## config.mk

```make
export PLATFORM = sky130hd
export DESIGN_NAME = integer_expression_evaluator_unit_flat
export DESIGN_NICKNAME = d
export VERILOG_FILES = /design/src/sv/iee_pkg.sv /design/src/sv/iee_char_if.sv /design/src/sv/iee_result_if.sv /design/src/sv/integer_expression_evaluator_unit.sv /design/src/flat_wrapper.sv
export SDC_FILE = /design/constraint.sdc
export NUM_CORES = 2
export LEC_CHECK = 0
export BUFFER_PORTS_ARGS = -buffer_cell sky130_fd_sc_hd__clkbuf_2
export CAP_MARGIN = 10
export CORE_AREA = 2 2 469 517
export DETAILED_ROUTE_END_ITERATION = 6
export DIE_AREA = 0 0 471 519
export GPL_ROUTABILITY_DRIVEN = 0
export MAX_ROUTING_LAYER = met4
export SLEW_MARGIN = 15
export SYNTH_ARGS = -nofsm -noshare
export SYNTH_HDL_FRONTEND = slang
export SYNTH_SLANG_ARGS = --single-unit
```

## constraint.sdc

```tcl
create_clock -name clk -period 16.4 [get_ports clk]
set_clock_uncertainty 0.15 [all_clocks]
set_input_delay 2.46 -clock clk [delete_from_list [all_inputs] [get_ports clk]]
set_output_delay 2.46 -clock clk [all_outputs]
set_load 0.02 [all_outputs]
```

## src/sv/iee_pkg.sv

```systemverilog
// types, codes and character constants of the expression evaluator
`default_nettype none

package iee_pkg;

  localparam int LEVELS = 32;
  localparam int LVL_W = $clog2(LEVELS);
  localparam int ENTRY_W = 34;
  localparam int WORD_W = 32;
  localparam int DIV_CNT_W = $clog2(WORD_W);

  typedef enum logic [1:0] {
    PH_OPERAND = 2'd0,
    PH_NUMBER  = 2'd1,
    PH_AFTER   = 2'd2
  } phase_t;

  typedef enum logic [1:0] {
    ST_OK      = 2'd0,
    ST_SYMBOL  = 2'd1,
    ST_DIVZERO = 2'd2,
    ST_DEPTH   = 2'd3
  } status_t;

  typedef enum logic [3:0] {
    S_IDLE,
    S_APPLY,
    S_DIV_INIT,
    S_DIV_RUN,
    S_DIV_DONE,
    S_DISPATCH,
    S_POP_LOAD,
    S_END
  } state_t;

  typedef enum logic [1:0] {
    CTX_DISPATCH,
    CTX_END,
    CTX_IDLE
  } ctx_t;

  localparam logic [7:0] CH_NUL    = 8'h00;
  localparam logic [7:0] CH_LF     = 8'h0A;
  localparam logic [7:0] CH_TAB    = 8'h09;
  localparam logic [7:0] CH_CR     = 8'h0D;
  localparam logic [7:0] CH_SPACE  = 8'h20;
  localparam logic [7:0] CH_ZERO   = 8'h30;
  localparam logic [7:0] CH_NINE   = 8'h39;
  localparam logic [7:0] CH_LPAREN = 8'h28;
  localparam logic [7:0] CH_RPAREN = 8'h29;
  localparam logic [7:0] CH_STAR   = 8'h2A;
  localparam logic [7:0] CH_SLASH  = 8'h2F;
  localparam logic [7:0] CH_PLUS   = 8'h2B;
  localparam logic [7:0] CH_MINUS  = 8'h2D;

endpackage

`default_nettype wire

```

## src/sv/iee_char_if.sv

```systemverilog
// character channel
`default_nettype none

interface iee_char_if;
  logic       valid;
  logic       ready;
  logic [7:0] char_code;

  modport source (output valid, output char_code, input ready);
  modport sink (input valid, input char_code, output ready);
endinterface

`default_nettype wire

```

## src/sv/iee_result_if.sv

```systemverilog
// result channel
`default_nettype none

interface iee_result_if;
  logic               valid;
  logic               ready;
  logic signed [31:0] value;
  logic [1:0]         status;

  modport source (output valid, output value, output status, input ready);
  modport sink (input valid, input value, input status, output ready);
endinterface

`default_nettype wire

```

## src/sv/integer_expression_evaluator_unit.sv

```systemverilog
// infix integer expression evaluator with a level stack in memory
//
//  channel   dir  payload              transaction
//  chars     in   char_code[7:0]       one character
//  results   out  value[31:0], status  one per end marker
//
// a digit is taken in the idle state; a space or operator that completes no number
// passes through dispatch; completing a number adds an apply step with multiply, and
// under divide the init, run and done states of the one-bit-per-cycle divider; a
// closing parenthesis adds a stack read and a second apply, so the worst character
// completes two divisions. the current level lives in registers, the levels below
// in two memories with registered reads; reset needs no clearing pass. an end marker
// waits in the end state only while the previous result still waits in the output register
`default_nettype none

module integer_expression_evaluator_unit
  import iee_pkg::*;
(
  input  wire            clk,
  input  wire            rst,
  iee_char_if.sink       chars,
  iee_result_if.source   results
);

  logic [ENTRY_W-1:0] sum_mem [LEVELS];
  logic [ENTRY_W-1:0] prod_mem [LEVELS];
  logic [ENTRY_W-1:0] rd_sum, rd_prod;
  logic               mem_we;
  logic [LVL_W-1:0]   mem_waddr, mem_raddr;

  state_t            state, state_next;
  ctx_t              ctx, ctx_next;
  phase_t            phase, phase_next;
  status_t           err, err_next;
  logic [LVL_W-1:0]  level, level_next;
  logic [31:0]       num, num_next;
  logic [31:0]       sum, sum_next;
  logic              sub, sub_next;
  logic [31:0]       prod, prod_next;
  logic              divop, divop_next;
  logic [7:0]        chr, chr_next;
  logic [31:0]       opnd, opnd_next;
  logic [31:0]       dq, dq_next;
  logic [31:0]       drem, drem_next;
  logic [31:0]       dvs, dvs_next;
  logic [DIV_CNT_W-1:0] dcnt, dcnt_next;
  logic              dneg, dneg_next;
  logic              out_valid, out_valid_next;
  logic [31:0]       out_value, out_value_next;
  status_t           out_status, out_status_next;

  logic [31:0] closed;
  logic [32:0] div_shift, div_diff;
  logic [7:0]  c;
  logic        is_end, is_digit, is_space;
  status_t     end_status;

  always_ff @(posedge clk) begin
    if (mem_we) begin
      sum_mem[mem_waddr] <= {1'b0, sub, sum};
      prod_mem[mem_waddr] <= {1'b0, divop, prod};
    end
    rd_sum <= sum_mem[mem_raddr];
    rd_prod <= prod_mem[mem_raddr];
  end

  always_ff @(posedge clk) begin
    if (rst) begin
      state <= S_IDLE;
      ctx <= CTX_IDLE;
      phase <= PH_OPERAND;
      err <= ST_OK;
      level <= '0;
      num <= '0;
      sum <= '0;
      sub <= 1'b0;
      prod <= 32'd1;
      divop <= 1'b0;
      out_valid <= 1'b0;
    end else begin
      state <= state_next;
      ctx <= ctx_next;
      phase <= phase_next;
      err <= err_next;
      level <= level_next;
      num <= num_next;
      sum <= sum_next;
      sub <= sub_next;
      prod <= prod_next;
      divop <= divop_next;
      out_valid <= out_valid_next;
    end
    chr <= chr_next;
    opnd <= opnd_next;
    dq <= dq_next;
    drem <= drem_next;
    dvs <= dvs_next;
    dcnt <= dcnt_next;
    dneg <= dneg_next;
    out_value <= out_value_next;
    out_status <= out_status_next;
  end

  assign chars.ready = (state == S_IDLE);
  assign results.valid = out_valid;
  assign results.value = out_value;
  assign results.status = out_status;

  assign c = chars.char_code;
  assign is_end = (c == CH_NUL) || (c == CH_LF);
  assign is_digit = (c >= CH_ZERO) && (c <= CH_NINE);
  assign closed = sub ? (sum - prod) : (sum + prod);
  assign div_shift = {drem, dq[31]};
  assign div_diff = div_shift - {1'b0, dvs};
  assign end_status = (err != ST_OK) ? err :
                      ((phase != PH_AFTER) || (level != '0)) ? ST_SYMBOL : ST_OK;

  always_comb begin
    is_space = (chr == CH_SPACE) || ((chr >= CH_TAB) && (chr <= CH_CR));
  end

  always_comb begin
    state_next = state;
    ctx_next = ctx;
    phase_next = phase;
    err_next = err;
    level_next = level;
    num_next = num;
    sum_next = sum;
    sub_next = sub;
    prod_next = prod;
    divop_next = divop;
    chr_next = chr;
    opnd_next = opnd;
    dq_next = dq;
    drem_next = drem;
    dvs_next = dvs;
    dcnt_next = dcnt;
    dneg_next = dneg;
    out_valid_next = out_valid && !results.ready;
    out_value_next = out_value;
    out_status_next = out_status;
    mem_we = 1'b0;
    mem_waddr = level;
    mem_raddr = level - LVL_W'(1);

    case (state)
      S_IDLE: begin
        if (chars.valid) begin
          if (is_end) begin
            if ((err == ST_OK) && (phase == PH_NUMBER)) begin
              opnd_next = num;
              phase_next = PH_AFTER;
              ctx_next = CTX_END;
              state_next = S_APPLY;
            end else begin
              state_next = S_END;
            end
          end else if (err != ST_OK) begin
            state_next = S_IDLE;
          end else if (is_digit) begin
            case (phase)
              PH_OPERAND: begin
                num_next = 32'(c[3:0]);
                phase_next = PH_NUMBER;
              end
              PH_NUMBER: num_next = (num << 3) + (num << 1) + 32'(c[3:0]);
              default: err_next = ST_SYMBOL;
            endcase
          end else if (phase == PH_NUMBER) begin
            opnd_next = num;
            phase_next = PH_AFTER;
            chr_next = c;
            ctx_next = CTX_DISPATCH;
            state_next = S_APPLY;
          end else begin
            chr_next = c;
            state_next = S_DISPATCH;
          end
        end
      end

      S_APPLY: begin
        if (divop) begin
          if (opnd == '0) begin
            err_next = ST_DIVZERO;
            state_next = (ctx == CTX_END) ? S_END : S_IDLE;
          end else begin
            state_next = S_DIV_INIT;
          end
        end else begin
          prod_next = prod * opnd;
          case (ctx)
            CTX_DISPATCH: state_next = S_DISPATCH;
            CTX_END: state_next = S_END;
            default: state_next = S_IDLE;
          endcase
        end
      end

      S_DIV_INIT: begin
        dq_next = prod[31] ? (32'd0 - prod) : prod;
        dvs_next = opnd[31] ? (32'd0 - opnd) : opnd;
        dneg_next = prod[31] ^ opnd[31];
        drem_next = '0;
        dcnt_next = '0;
        state_next = S_DIV_RUN;
      end

      S_DIV_RUN: begin
        if (!div_diff[32]) begin
          drem_next = div_diff[31:0];
          dq_next = {dq[30:0], 1'b1};
        end else begin
          drem_next = div_shift[31:0];
          dq_next = {dq[30:0], 1'b0};
        end
        dcnt_next = dcnt + DIV_CNT_W'(1);
        if (dcnt == DIV_CNT_W'(WORD_W - 1)) begin
          state_next = S_DIV_DONE;
        end
      end

      S_DIV_DONE: begin
        prod_next = dneg ? (32'd0 - dq) : dq;
        divop_next = 1'b0;
        case (ctx)
          CTX_DISPATCH: state_next = S_DISPATCH;
          CTX_END: state_next = S_END;
          default: state_next = S_IDLE;
        endcase
      end

      S_DISPATCH: begin
        state_next = S_IDLE;
        if (is_space) begin
          state_next = S_IDLE;
        end else begin
          case (chr)
            CH_LPAREN: begin
              if (phase != PH_OPERAND) begin
                err_next = ST_SYMBOL;
              end else if (level != LVL_W'(LEVELS - 1)) begin
                mem_we = 1'b1;
                level_next = level + LVL_W'(1);
                sum_next = '0;
                sub_next = 1'b0;
                prod_next = 32'd1;
                divop_next = 1'b0;
              end else begin
                err_next = ST_DEPTH;
              end
            end
            CH_RPAREN: begin
              if ((phase != PH_AFTER) || (level == '0)) begin
                err_next = ST_SYMBOL;
              end else begin
                opnd_next = closed;
                level_next = level - LVL_W'(1);
                state_next = S_POP_LOAD;
              end
            end
            CH_STAR, CH_SLASH: begin
              if (phase != PH_AFTER) begin
                err_next = ST_SYMBOL;
              end else begin
                if (chr == CH_SLASH) begin
                  divop_next = 1'b1;
                end
                phase_next = PH_OPERAND;
              end
            end
            CH_PLUS, CH_MINUS: begin
              if (phase != PH_AFTER) begin
                err_next = ST_SYMBOL;
              end else begin
                sum_next = closed;
                sub_next = (chr == CH_MINUS);
                prod_next = 32'd1;
                divop_next = 1'b0;
                phase_next = PH_OPERAND;
              end
            end
            default: err_next = ST_SYMBOL;
          endcase
        end
      end

      S_POP_LOAD: begin
        sum_next = rd_sum[31:0];
        sub_next = rd_sum[32];
        prod_next = rd_prod[31:0];
        divop_next = rd_prod[32];
        ctx_next = CTX_IDLE;
        state_next = S_APPLY;
      end

      S_END: begin
        if (!out_valid || results.ready) begin
          out_valid_next = 1'b1;
          out_status_next = end_status;
          out_value_next = (end_status == ST_OK) ? closed : '0;
          phase_next = PH_OPERAND;
          err_next = ST_OK;
          level_next = '0;
          num_next = '0;
          sum_next = '0;
          sub_next = 1'b0;
          prod_next = 32'd1;
          divop_next = 1'b0;
          state_next = S_IDLE;
        end
      end

      default: state_next = S_IDLE;
    endcase
  end

endmodule

`default_nettype wire
```

## src/flat_wrapper.sv

```systemverilog
// flat-port wrapper written by rule: the top's interface ports become plain ports
module integer_expression_evaluator_unit_flat import iee_pkg::*;
  (clk, rst, chars_valid, chars_char_code, chars_ready, results_valid, results_value, results_status, results_ready);
  iee_char_if chars_i ();
  iee_result_if results_i ();
  input  wire clk;
  input  wire rst;
  input wire logic [$bits(chars_i.valid)-1:0] chars_valid;
  input wire logic [$bits(chars_i.char_code)-1:0] chars_char_code;
  output wire logic [$bits(chars_i.ready)-1:0] chars_ready;
  output wire logic [$bits(results_i.valid)-1:0] results_valid;
  output wire logic [$bits(results_i.value)-1:0] results_value;
  output wire logic [$bits(results_i.status)-1:0] results_status;
  input wire logic [$bits(results_i.ready)-1:0] results_ready;
  assign chars_i.valid = chars_valid;
  assign chars_i.char_code = chars_char_code;
  assign chars_ready = chars_i.ready;
  assign results_valid = results_i.valid;
  assign results_value = results_i.value;
  assign results_status = results_i.status;
  assign results_i.ready = results_ready;
  integer_expression_evaluator_unit u_core (.clk(clk), .rst(rst), .chars(chars_i), .results(results_i));
endmodule
```

==> results.tsv <==
metric	value	unit
dp_hpwl	190	mm
clock_latency	0.93	ns
rows	189	
setup_slack	7.81	ns
whs_path_depth	2	
wl	324	mm
syn_avg_cell_area	16.4	µm²
drtPass1Iterations	6	
wl_met3	23.7	mm
finalNetCount	7877	
cts_resized	0	
wl_met2	158	mm
setup_viol	0	
rr_startpoint	u_core.opnd[5]	
drv_cap	0	
worst_setup_path_start_kind	flip-flop	
initial_core_util	0.486	
path_max_fanout	31	
path_cells	and2_1, fa_1, fa_1, fa_1, inv_1, fa_1, inv_1, fa_1, inv_1, fa_1, inv_1, fa_1, fa_1, ha_1, a21o_1, a21o_1, a21oi_1, o21ai_0, o21a_1, a221o_1, a311oi_1, o21ai_0, xnor2_1, a21o_1	
antenna_found_initial	9	
status	finished, final reports clean	
arrival	9.23	ns
area_growth	10.9	%
grt_max_degree	139	
regToRegSetupSlack	7.81	ns
hold_slack	0.309	ns
fin_area	129000	µm²
port_buffers	47	
max_slew_margin	0.0798	
cts_made_buffers	240	
tritoncts	done	
cts-root-buf	clkbuf_16	
tightest_slew	1.37	ns
ctsHoldBuffers	0	
worstHoldStart	u_core.rd_sum[14]	
ant_nets	0	
clock_sinks	2467	
synth-seq-cells	2467	
synth_commonest_cells	edfxtp_1, mux4_2, nand2_1, inv_1, fa_1	
wire_per_inst	30.7	µm
ff2ff_path_depth	24	
wl_met1	134	mm
ys.flop_type	edfxtp_1	
die-area	244000	µm²
yosysTopAreaCellShare	0.589	
min_to	u_core.sum[14]	
drv_slew	0	
clock_path_buffers	3	
die_w	471	µm
required	17.04	ns
synth_edf_count	2288	
yosysMostFrequentCell	edfxtp_1	
ys_warn_count	0	
slowest_delay	1.08	ns
synthTopCellsByArea	edfxtp_1, mux4_2, fa_1, dfxtp_1, ha_1	
cp_slowest_cell	edfxtp_1	
r2r-end	u_core.prod[31]	
placed_cell_area	121000	µm²
synth_cells	7120	
grt_pass1_vias	65400	
multi_input_area	41500	µm²
ys_seq_area_frac	0.620	
overflow	0	
highest_layer	met4	
netlist_area	117000	µm²
crit_top_cell	fa_1	
dp_slack	8.08	ns
max_freq	116	MHz
drcViolationCount	0	
period_share	0.524	
synthesis.nets	7800	
synth_top_cell_by_area	edfxtp_1	
core	240000	µm²
h-tree-depth	4	
setup.worst_path.class	flip-flop to flip-flop	
synth_cell_types	81	
post_cts_buffers	0	
die_h	519	µm
drtIter0Drc	7329	
vias	64700	
min_period	8.59	ns
async_reset_ff_frac	0	
fin_tns_setup	0	ns
drive_above_1_share	0.195	
track_usage	0.274	
rsz0062_at_grt	false	
hold_viol	0	
seq_area	72400	µm²
via_per_inst	6.12	
path_clk_slew	0.07	ns
startpoint	u_core.opnd[5]	
grt_pass1_wl	468	mm
ioPinCount	48	
hold_class	flip-flop to flip-flop	
worstSetupEndpointType	flip-flop	
fillers	19100	
-- cells by family after synthesis --
logic type,count (synthesis),share of synthesized area
DFF,2467,0.620
and+or+nand+nor,1383,0.0573
buffers and inverters,855,0.0276
muxes,768,0.137
xor gates and xnor gates,285,0.0214
adders and majority gates,668,0.0982
AOI/OAI and AO/OA,694,0.0380
-- placed cells by master, fill, tap and decap left out, drive strengths merged, types with 15 or more instances in the layout --
cell,instances
a211oi,27
a21o,44
a21oi,159
a22oi,19
a31oi,21
and2,309
and3,18
buf,181
bufinv,17
clkbuf,402
clkinv,74
dfxtp,179
edfxtp,2288
fa,412
ha,256
inv,466
mux2,68
mux2i,40
mux4,660
nand2,494
nand2b,31
nand3,43
nor2,282
nor2b,28
nor3,67
nor4,15
o211ai,27
o21a,29
o21ai,207
o21bai,19
o31ai,35
or3,29
or4,17
xnor2,194
xor2,91
-- registers in the layout, indices dropped and copies added (netlist names), 3 cells and up --
name and flops:
u_core.results.value 32, u_core.prod 32, u_core.dq 32, u_core.opnd 32
u_core.sum_mem 1056, u_core.chr 8, u_core.num 32, u_core.drem 32
u_core.dvs 32, u_core.dcnt 5, u_core.level 5, u_core.rd_sum 33
u_core.rd_prod 33, u_core.prod_mem 1056, u_core.sum 32, u_core.state 3
-- critical path: cells and delay by family, from the launching register on --
family          cells  cell delay (ns)
fa+ha+maj           9             4.33
compound gates      9             2.21
flops               1             1.08
simple gates        1             0.28
buf+inv             4             0.24
xor+xnor            1             0.18
-- layer usage --
layer,vias up,track usage
li1,27000,-
met1,34600,0.374
met2,2658,0.435
met3,456,0.0406
met4,0,0.0694
met5,-,-
-- worst max path at each step --
stage	end	slack, ns	cells past startpoint
CTS	u_core.prod[31]	8.02	24
global route	u_core.prod[31]	7.58	24
finish	u_core.prod[31]	7.81	24
floorplan	u_core.prod[31]	8.59	27
detailed placement	u_core.prod[31]	8.08	24
global placement	u_core.prod[31]	8.00	24
-- area by class of cell --
cell class,count,area share
repair buffers,227,0.0129
clock buffers,356,0.0530
inverters,463,0.0134
flip-flops and latches,2467,0.560
well taps,3151,0.0305
clock inverters,100,0.00954
diodes,7,0.000135
multi-input cells,3798,0.321
-- metrics by stage --
stage / util / std cells
5_1_grt: 0.539 / 10600
3_5_place_dp: 0.505 / 10100
3_3_place_gp: 0.505 / 10100
4_1_cts: 0.539 / 10600
2_1_floorplan: - / 7120
6_report: 0.539 / 10600
Power is left out: the tool's default activity adds up to more than one toggle a clock period on the data nets, which glitch-free logic cannot reach.
